## config.mk

```make
export PLATFORM = sky130hd
export DESIGN_NAME = eigenvalues_2x2
export DESIGN_NICKNAME = d
export VERILOG_FILES = /design/src/design/eig2_pkg.sv /design/src/design/eigenvalues_2x2.sv
export SDC_FILE = /design/constraint.sdc
export NUM_CORES = 2
export LEC_CHECK = 0
export BUFFER_PORTS_ARGS = -buffer_cell sky130_fd_sc_hd__buf_2
export CAP_MARGIN = 20
export CELL_PAD_IN_SITES_DETAIL_PLACEMENT = 1
export CELL_PAD_IN_SITES_GLOBAL_PLACEMENT = 1
export CORE_MARGIN = 2
export CORE_UTILIZATION = 47
export DETAILED_ROUTE_END_ITERATION = 16
export GPL_TIMING_DRIVEN = 0
export HOLD_SLACK_MARGIN = 0.12
export PLACE_DENSITY = 0.72
export SYNTH_ARGS = -nofsm -noshare
export SYNTH_HDL_FRONTEND = slang
export SYNTH_SLANG_ARGS = --single-unit
```

## constraint.sdc

```tcl
create_clock -name clk -period 8.7 [get_ports clk]
set_input_delay 1.74 -clock clk [delete_from_list [all_inputs] [get_ports clk]]
set_output_delay 1.74 -clock clk [all_outputs]
set_load 0.05 [all_outputs]
```

## src/design/eig2_pkg.sv

```systemverilog
// ----------------------------------------------------------------------------
// eig2_pkg
// Shared widths of the 2x2 eigenvalue pipeline result fields.
// ----------------------------------------------------------------------------
package eig2_pkg;

    localparam int W_REAL     = 19;
    localparam int W_IMAG_NEG = 18;
    localparam int W_IMAG_POS = 17;

    localparam int OUT_BITS   = 2 * W_REAL + W_IMAG_NEG + W_IMAG_POS;
    localparam int OUT_DATA_W = ((OUT_BITS + 7) / 8) * 8;

    typedef logic signed [W_REAL-1:0]     real_x2_t;
    typedef logic signed [W_IMAG_NEG-1:0] imag_neg_t;
    typedef logic        [W_IMAG_POS-1:0] imag_pos_t;

endpackage

```

## src/design/eigenvalues_2x2.sv

```systemverilog
// ----------------------------------------------------------------------------
// eigenvalues_2x2
// Closed-form eigenvalues of a 2x2 signed integer matrix, doubled.
// ----------------------------------------------------------------------------
// Accepts one matrix per clock unless backpressure from the output side
// deasserts s_tready, and returns one result beat per matrix, in order. The
// depth is set by the square root unit, which resolves one root bit per
// pipeline stage, ENTRY_WIDTH + 1 stages in all; the front end spends one
// stage each on differences, the two multipliers, the discriminant and its
// magnitude, and a final register drives the port. Every stage holds its own
// valid bit, so bubbles are squeezed out under backpressure. Results are in
// units of one half: real parts are (a+d) -/+ R and imaginary parts zero, or,
// in the complex case that m_tuser flags, real parts (a+d) and imaginary parts
// -/+ R, where R is the floor square root of |(a-d)^2+4bc|.
module eigenvalues_2x2
    import eig2_pkg::*;
#(
    parameter int ENTRY_WIDTH = 16
)
(
    input  logic                                      clk,
    input  logic                                      rst_n,
    input  logic                                      s_tvalid,
    output logic                                      s_tready,
    // entry_a, entry_b, entry_c, entry_d
    input  logic [((4*ENTRY_WIDTH+7)/8)*8-1:0]        s_tdata,
    output logic                                      m_tvalid,
    input  logic                                      m_tready,
    // first_real_x2, first_imag_x2, second_real_x2, second_imag_x2
    output logic [OUT_DATA_W-1:0]                     m_tdata,
    // is_complex
    output logic                                      m_tuser
);

    localparam int EW  = ENTRY_WIDTH;
    localparam int DW  = EW + 1;
    localparam int PW  = 2 * EW + 2;
    localparam int BW  = 2 * EW;
    localparam int SW  = 2 * EW + 3;
    localparam int MW  = 2 * EW + 2;
    localparam int TW  = MW + 1;
    localparam int RW  = EW + 1;
    localparam int OW  = (EW + 3 > W_REAL) ? EW + 3 : W_REAL;

    logic signed [EW-1:0] a_in, b_in, c_in, d_in;

    assign a_in = s_tdata[EW-1:0];
    assign b_in = s_tdata[2*EW-1:EW];
    assign c_in = s_tdata[3*EW-1:2*EW];
    assign d_in = s_tdata[4*EW-1:3*EW];

    // stage valid bits and advance chain
    logic v1_reg, v2_reg, v3_reg, vo_reg;
    logic va_reg [0:RW];
    logic m1, m2, m3, mo;
    logic ma [0:RW];

    assign mo = !vo_reg || m_tready;
    assign ma[RW] = !va_reg[RW] || mo;

    genvar g;
    generate
        for (g = 0; g < RW; g++)
        begin : g_move
            assign ma[g] = !va_reg[g] || ma[g+1];
        end
    endgenerate

    assign m3 = !v3_reg || ma[0];
    assign m2 = !v2_reg || m3;
    assign m1 = !v1_reg || m2;
    assign s_tready = m1;

    // stage 1: difference, trace, magnitudes
    logic        [DW-1:0]   dmag_reg;
    logic        [EW-1:0]   bmag_reg, cmag_reg;
    logic                   neg1_reg;
    logic signed [DW-1:0]   sum1_reg;
    logic signed [DW-1:0]   diff_next, sum_next;

    assign diff_next = DW'(a_in) - DW'(d_in);
    assign sum_next  = DW'(a_in) + DW'(d_in);

    always_ff @(posedge clk)
    begin
        if (m1 && s_tvalid)
        begin
            dmag_reg <= diff_next[DW-1] ? DW'(-diff_next) : DW'(diff_next);
            bmag_reg <= b_in[EW-1] ? EW'(-b_in) : EW'(b_in);
            cmag_reg <= c_in[EW-1] ? EW'(-c_in) : EW'(c_in);
            neg1_reg <= b_in[EW-1] ^ c_in[EW-1];
            sum1_reg <= sum_next;
        end
    end

    // stage 2: products
    logic        [PW-1:0]   p_reg;
    logic        [BW-1:0]   bc_reg;
    logic                   neg2_reg;
    logic signed [DW-1:0]   sum2_reg;

    always_ff @(posedge clk)
    begin
        if (m2 && v1_reg)
        begin
            p_reg    <= PW'(dmag_reg) * PW'(dmag_reg);
            bc_reg   <= BW'(bmag_reg) * BW'(cmag_reg);
            neg2_reg <= neg1_reg;
            sum2_reg <= sum1_reg;
        end
    end

    // stage 3: discriminant
    logic signed [SW-1:0]   disc_reg;
    logic signed [DW-1:0]   sum3_reg;
    logic        [SW-1:0]   q4_next;

    assign q4_next = SW'({bc_reg, 2'b00});

    always_ff @(posedge clk)
    begin
        if (m3 && v2_reg)
        begin
            disc_reg <= neg2_reg ? SW'(SW'(p_reg) - q4_next) : SW'(SW'(p_reg) + q4_next);
            sum3_reg <= sum2_reg;
        end
    end

    // square root pipeline: entry 0 holds |D|, entry j has resolved j root bits
    logic        [MW-1:0]   rem_reg  [0:RW];
    logic        [RW-1:0]   root_reg [0:RW];
    logic signed [DW-1:0]   sum_reg  [0:RW];
    logic                   cplx_reg [0:RW];

    always_ff @(posedge clk)
    begin
        if (ma[0] && v3_reg)
        begin
            rem_reg[0]  <= disc_reg[SW-1] ? MW'(-disc_reg) : MW'(disc_reg);
            root_reg[0] <= '0;
            sum_reg[0]  <= sum3_reg;
            cplx_reg[0] <= disc_reg[SW-1];
        end
    end

    generate
        for (g = 1; g <= RW; g++)
        begin : g_root
            localparam int K = RW - g;
            logic [TW-1:0] trial_next;
            logic          take_next;

            assign trial_next = (TW'(root_reg[g-1]) << (K + 1)) + (TW'(1) << (2 * K));
            assign take_next  = TW'(rem_reg[g-1]) >= trial_next;

            always_ff @(posedge clk)
            begin
                if (ma[g] && va_reg[g-1])
                begin
                    rem_reg[g]  <= take_next ? MW'(TW'(rem_reg[g-1]) - trial_next)
                                             : rem_reg[g-1];
                    root_reg[g] <= take_next ? (root_reg[g-1] | (RW'(1) << K))
                                             : root_reg[g-1];
                    sum_reg[g]  <= sum_reg[g-1];
                    cplx_reg[g] <= cplx_reg[g-1];
                end
            end
        end
    endgenerate

    // output register
    real_x2_t  fr_reg, sr_reg;
    imag_neg_t fi_reg;
    imag_pos_t si_reg;
    logic      cplx_o_reg;
    logic [OW-1:0] s_ext, r_ext;

    assign s_ext = OW'(sum_reg[RW]);
    assign r_ext = OW'(root_reg[RW]);

    always_ff @(posedge clk)
    begin
        if (mo && va_reg[RW])
        begin
            if (cplx_reg[RW])
            begin
                fr_reg <= s_ext[W_REAL-1:0];
                sr_reg <= s_ext[W_REAL-1:0];
                fi_reg <= W_IMAG_NEG'(OW'(0) - r_ext);
                si_reg <= r_ext[W_IMAG_POS-1:0];
            end
            else
            begin
                fr_reg <= W_REAL'(s_ext - r_ext);
                sr_reg <= W_REAL'(s_ext + r_ext);
                fi_reg <= '0;
                si_reg <= '0;
            end
            cplx_o_reg <= cplx_reg[RW];
        end
    end

    // valid bits
    always_ff @(posedge clk or negedge rst_n)
    begin
        if (!rst_n)
        begin
            v1_reg <= 1'b0;
            v2_reg <= 1'b0;
            v3_reg <= 1'b0;
            vo_reg <= 1'b0;
            for (int i = 0; i <= RW; i++)
            begin
                va_reg[i] <= 1'b0;
            end
        end
        else
        begin
            if (m1)
            begin
                v1_reg <= s_tvalid;
            end
            if (m2)
            begin
                v2_reg <= v1_reg;
            end
            if (m3)
            begin
                v3_reg <= v2_reg;
            end
            if (ma[0])
            begin
                va_reg[0] <= v3_reg;
            end
            for (int i = 1; i <= RW; i++)
            begin
                if (ma[i])
                begin
                    va_reg[i] <= va_reg[i-1];
                end
            end
            if (mo)
            begin
                vo_reg <= va_reg[RW];
            end
        end
    end

    assign m_tvalid = vo_reg;
    assign m_tuser  = cplx_o_reg;
    assign m_tdata  = OUT_DATA_W'({si_reg, sr_reg, fi_reg, fr_reg});

    function automatic logic [W_REAL-1:0] s_out_mid();
        return W_REAL'((W_REAL + 1)'(fr_reg) + (W_REAL + 1)'(sr_reg) >>> 1);
    endfunction

    function automatic logic [W_REAL-1:0] r_out_ext();
        return W_REAL'(sr_reg - s_out_mid());
    endfunction

`ifndef ASSERT_OFF
    a_cplx_same_real: assert property (@(posedge clk) disable iff (!rst_n)
        m_tvalid && m_tuser |-> fr_reg == sr_reg)
        else $error("complex pair with differing real parts");

    a_real_no_imag: assert property (@(posedge clk) disable iff (!rst_n)
        m_tvalid && !m_tuser |-> fi_reg == '0 && si_reg == '0)
        else $error("real eigenvalues carry imaginary part");

    a_conj_imag: assert property (@(posedge clk) disable iff (!rst_n)
        m_tvalid |-> fi_reg == W_IMAG_NEG'(-W_IMAG_NEG'(si_reg)))
        else $error("imaginary parts not conjugate");

    a_real_order: assert property (@(posedge clk) disable iff (!rst_n)
        m_tvalid && !m_tuser |-> W_REAL'(sr_reg - fr_reg) == W_REAL'(2 * r_out_ext()))
        else $error("real spread differs from twice the root");

    a_empty_ready: assert property (@(posedge clk) disable iff (!rst_n)
        !m_tvalid |-> s_tready)
        else $error("input stalled with empty output register");
`endif

endmodule

```

==> impl_metrics.toml <==
[global_routing]
grt_first_pass_wirelength_um = 276000
grt-ovfl-total = 0
grt_pass1_vias = 51234
groute.usage.overall_pct = 21.5
largest_net_degree_at_the_start_of_global_routing = 73
antenna_found_initial = 4

[place]
detailed_place.area_um2 = 79400
dp.cells = 8427
detailedPlacementHpwl_um = 138000
portBuffers = 143
place_congestion = 0.867

[cells_and_area]
postLayoutCellArea_um2 = 84000
num-fill-cells = 16506
finalNetCount = 7430
largest_reg_flops = 570
finish.cell_count_without_fillers = 8693
layout-drive-gt1-share_pct = 7.09
area.growth.synth_to_final_pct = 11.2

[timing]
ratio_of_final_minimum_period_to_clock_period_pct = 93.1
maxSlewHeadroom_pct = 23.6
finalCriticalPeriod_ns = 8.10
final_hold_viol_count = 0
rsz0062_at_grt = "false"
skew_ns = 0.0472
clock.fmax_mhz = 123
max_slew.worst_pin.slew_ns = 1.13
finalSetupViolations = 0
report.final.slew_viol_count = 0

[worst_setup_path]
timing.critical_path.required_ns = 9.19
critPathMaxFanout = 10
timing.critical_path.to_type = "register"
startpoint_type = "register"
worst-setup-path-type = "register to register"
worst-endpoint-arrival_ns = 8.59

[clock_network]
postCtsResizedCells = 0
cts.hold.buffers_added = 0
clock_tree.buffer_depth = 3
clock_sink_count = 1330
clock_tree.htree_level_count = 4
count_of_buffers_added_by_post_cts_timing_repair_for_setup = 0
clkTransAtPathRegs_ns = 0.07
cts_inserted_buffers = 144
tritoncts = "built"
ctsRootBufferMaster = "sky130_fd_sc_hd__clkbuf_16"
clock_latency_ns = 0.78

[logic_synthesis]
synth_seq_cells = 1330
synth.avg_cell_area_um2 = 12.2
synth_top_flop_cell = "sky130_fd_sc_hd__edfxtp_1"
post_synth_cell_types = 78
syn_area_um2 = 75500
async_flop_share_pct = 1.65
synth_enable_flop_cells = 1308
cells_after_synthesis = 6166
yosysWarningCount = 0
synth-seq-area-share_pct = 52.7

[drt]
ant_nets = 0
post-route-drc-count = 0
vias = 46529
detail_route.wirelength_um = 174000
drt_pass1_iterations = 5
viasPerCell = 5.35
drt-wirelength-per-cell_um = 20.1
dr.first_iter.drc_count = 2220

[min_path]
worstHoldPathType = "register to register"

[die]
pin_count = 151
die-width_um = 405
core_region_area_um2 = 160000
die_outline_area_um2 = 164000
die_height_um = 405
starting_density_pct = 47.2
floorplan.rows = 147

[job]
cap_violations = 0

[status]
status = "completed"
[critical path, cell delays in order (launching register included)]
cell and delay, ns:
sky130_fd_sc_hd__edfxtp_1 0.45, sky130_fd_sc_hd__clkbuf_1 0.45, sky130_fd_sc_hd__clkbuf_1 0.67, sky130_fd_sc_hd__nand2_1 0.17
sky130_fd_sc_hd__fa_1 0.58, sky130_fd_sc_hd__inv_1 0.08, sky130_fd_sc_hd__fa_1 0.51, sky130_fd_sc_hd__fa_1 0.53
sky130_fd_sc_hd__fa_1 0.52, sky130_fd_sc_hd__fa_1 0.55, sky130_fd_sc_hd__inv_1 0.06, sky130_fd_sc_hd__fa_1 0.53
sky130_fd_sc_hd__inv_1 0.04, sky130_fd_sc_hd__ha_1 0.36, sky130_fd_sc_hd__and3_1 0.26, sky130_fd_sc_hd__nand2_1 0.10
sky130_fd_sc_hd__a2111oi_0 0.07, sky130_fd_sc_hd__buf_1 0.19, sky130_fd_sc_hd__o41a_1 0.36, sky130_fd_sc_hd__a311o_1 0.42
sky130_fd_sc_hd__a221oi_1 0.52, sky130_fd_sc_hd__nand2b_1 0.13, sky130_fd_sc_hd__a21oi_1 0.21, sky130_fd_sc_hd__xnor2_1 0.08
[final timing paths]
kind	slack (ns)	cells past startpoint	startpoint	to
max	0.60	23	dmag_reg[14]	p_reg[28]
max reg2reg	0.60	23	dmag_reg[14]	p_reg[28]
min reg2reg	0.40	0	sum_reg[16][4]	sum_reg[17][4]
max in group asynchronous	7.37	1	rst_n	va_reg[10]
min	0.40	0	sum_reg[16][4]	sum_reg[17][4]
min in group asynchronous	0.97	1	rst_n	v2_reg
[final cells by class]
type	instances	area (µm²)	share of cell area [%]
Clock inverter	91	756	0.900
Tap cell	2086	2610	3.11
Buffer	132	529	0.630
Timing Repair Buffer	171	1210	1.44
Inverter	817	3070	3.65
Clock buffer	171	3790	4.51
Sequential cell	1330	39800	47.4
Multi-Input combinational cell	3893	32200	38.3
Antenna cell	2	5.00	0.00596
[layout by cell type, fill, tap and decap left out, types with 15 or more instances in the layout]
cell type and count:
sky130_fd_sc_hd__a211oi_1 27, sky130_fd_sc_hd__a21boi_0 16, sky130_fd_sc_hd__a21o_1 85, sky130_fd_sc_hd__a21oi_1 237
sky130_fd_sc_hd__a31oi_1 24, sky130_fd_sc_hd__and2_1 207, sky130_fd_sc_hd__and3_1 25, sky130_fd_sc_hd__buf_12 16
sky130_fd_sc_hd__buf_2 145, sky130_fd_sc_hd__clkbuf_1 137, sky130_fd_sc_hd__clkbuf_16 148, sky130_fd_sc_hd__clkinv_1 35
sky130_fd_sc_hd__clkinv_2 23, sky130_fd_sc_hd__dfrtp_1 22, sky130_fd_sc_hd__edfxtp_1 1308, sky130_fd_sc_hd__fa_1 390
sky130_fd_sc_hd__ha_1 483, sky130_fd_sc_hd__inv_1 816, sky130_fd_sc_hd__mux2_2 20, sky130_fd_sc_hd__nand2_1 478
sky130_fd_sc_hd__nand2b_1 73, sky130_fd_sc_hd__nand3_1 52, sky130_fd_sc_hd__nand4_1 42, sky130_fd_sc_hd__nor2_1 297
sky130_fd_sc_hd__nor2b_1 50, sky130_fd_sc_hd__nor3_1 131, sky130_fd_sc_hd__nor4_1 92, sky130_fd_sc_hd__o211ai_1 15
sky130_fd_sc_hd__o21a_1 62, sky130_fd_sc_hd__o21ai_0 227, sky130_fd_sc_hd__o21bai_1 32, sky130_fd_sc_hd__o31ai_1 50
sky130_fd_sc_hd__or2_2 21, sky130_fd_sc_hd__or3_1 53, sky130_fd_sc_hd__or4_1 21, sky130_fd_sc_hd__xnor2_1 315
sky130_fd_sc_hd__xor2_1 155
[cells by family (layout without fill, tap and decap cells)]
family	Yosys count	in the layout	synth area share, %
compound gates	874	874	7.28
xor+xnor	470	470	5.45
fa+ha+maj	873	873	18.3
buf+inv	949	1382	4.76
flops	1330	1330	52.7
mux	29	29	0.418
other cells	1	9	0.00497
simple gates	1640	1640	11.0
[metrics by stage]
stage | setup WS [ns] | util [%] | TNS, ns | hold slack (ns)
after global placement | -0.214 | 49.3 | -11.81 | 0.401
after detailed placement | 0.633 | 49.6 | 0 | 0.406
after CTS | 0.603 | 52.5 | 0 | 0.392
final | 0.598 | 52.5 | 0 | 0.397
after floorplan | 1.70 | - | 0 | 0.400
after global routing | 0.214 | 52.5 | 0 | 0.405
[routing by layer]
| layer | track usage (%) | share of wire (%) | wire, µm | up-vias |
|---|---|---|---|---|
| met2 | 42.1 | 55 | 96400 | 681 |
| met1 | 23.9 | 39 | 67500 | 23461 |
| met5 | 0 | 0 | 0 | - |
| met4 | 7.16 | 3.1 | 5460 | 0 |
| li1 | - | - | - | 22105 |
| met3 | 2.48 | 2.9 | 4990 | 282 |
[cells in the mapped netlist (all sizes together) (8+ instances only)]
| cell | n | area (µm²) |
|---|---|---|
| a21oi | 237 | 1190 |
| or2 | 21 | 131 |
| nor2b | 55 | 344 |
| and4 | 9 | 78.8 |
| o211ai | 15 | 113 |
| or4 | 25 | 203 |
| nand4 | 42 | 263 |
| ha | 483 | 6040 |
| edfxtp | 1308 | 39300 |
| nor3 | 131 | 656 |
| o21a | 62 | 465 |
| a211oi | 27 | 203 |
| dfrtp | 22 | 551 |
| a21o | 85 | 638 |
| a31oi | 24 | 150 |
| or3 | 55 | 354 |
| nand3 | 52 | 260 |
| xor2 | 155 | 1360 |
| and2 | 222 | 1390 |
| nor4b | 13 | 114 |
| a21boi | 17 | 128 |
| o41ai | 13 | 114 |
| nor2 | 298 | 1120 |
| mux2 | 20 | 225 |
| o21bai | 32 | 240 |
| clkbuf | 114 | 428 |
| xnor2 | 315 | 2760 |
| inv | 817 | 3070 |
| mux2i | 9 | 90.1 |
| nand2b | 73 | 457 |
| nor4 | 93 | 582 |
| fa | 390 | 7810 |
| a311oi | 8 | 70.1 |
| nand4b | 13 | 114 |
| nand3b | 12 | 90.1 |
| nand2 | 478 | 1790 |
| o21ai | 230 | 1150 |
| o31ai | 50 | 375 |
| buf | 18 | 101 |
| and3 | 25 | 156 |
Power is left out: the tool's default activity adds up to more than one toggle a clock period on the data nets, which glitch-free logic cannot reach.
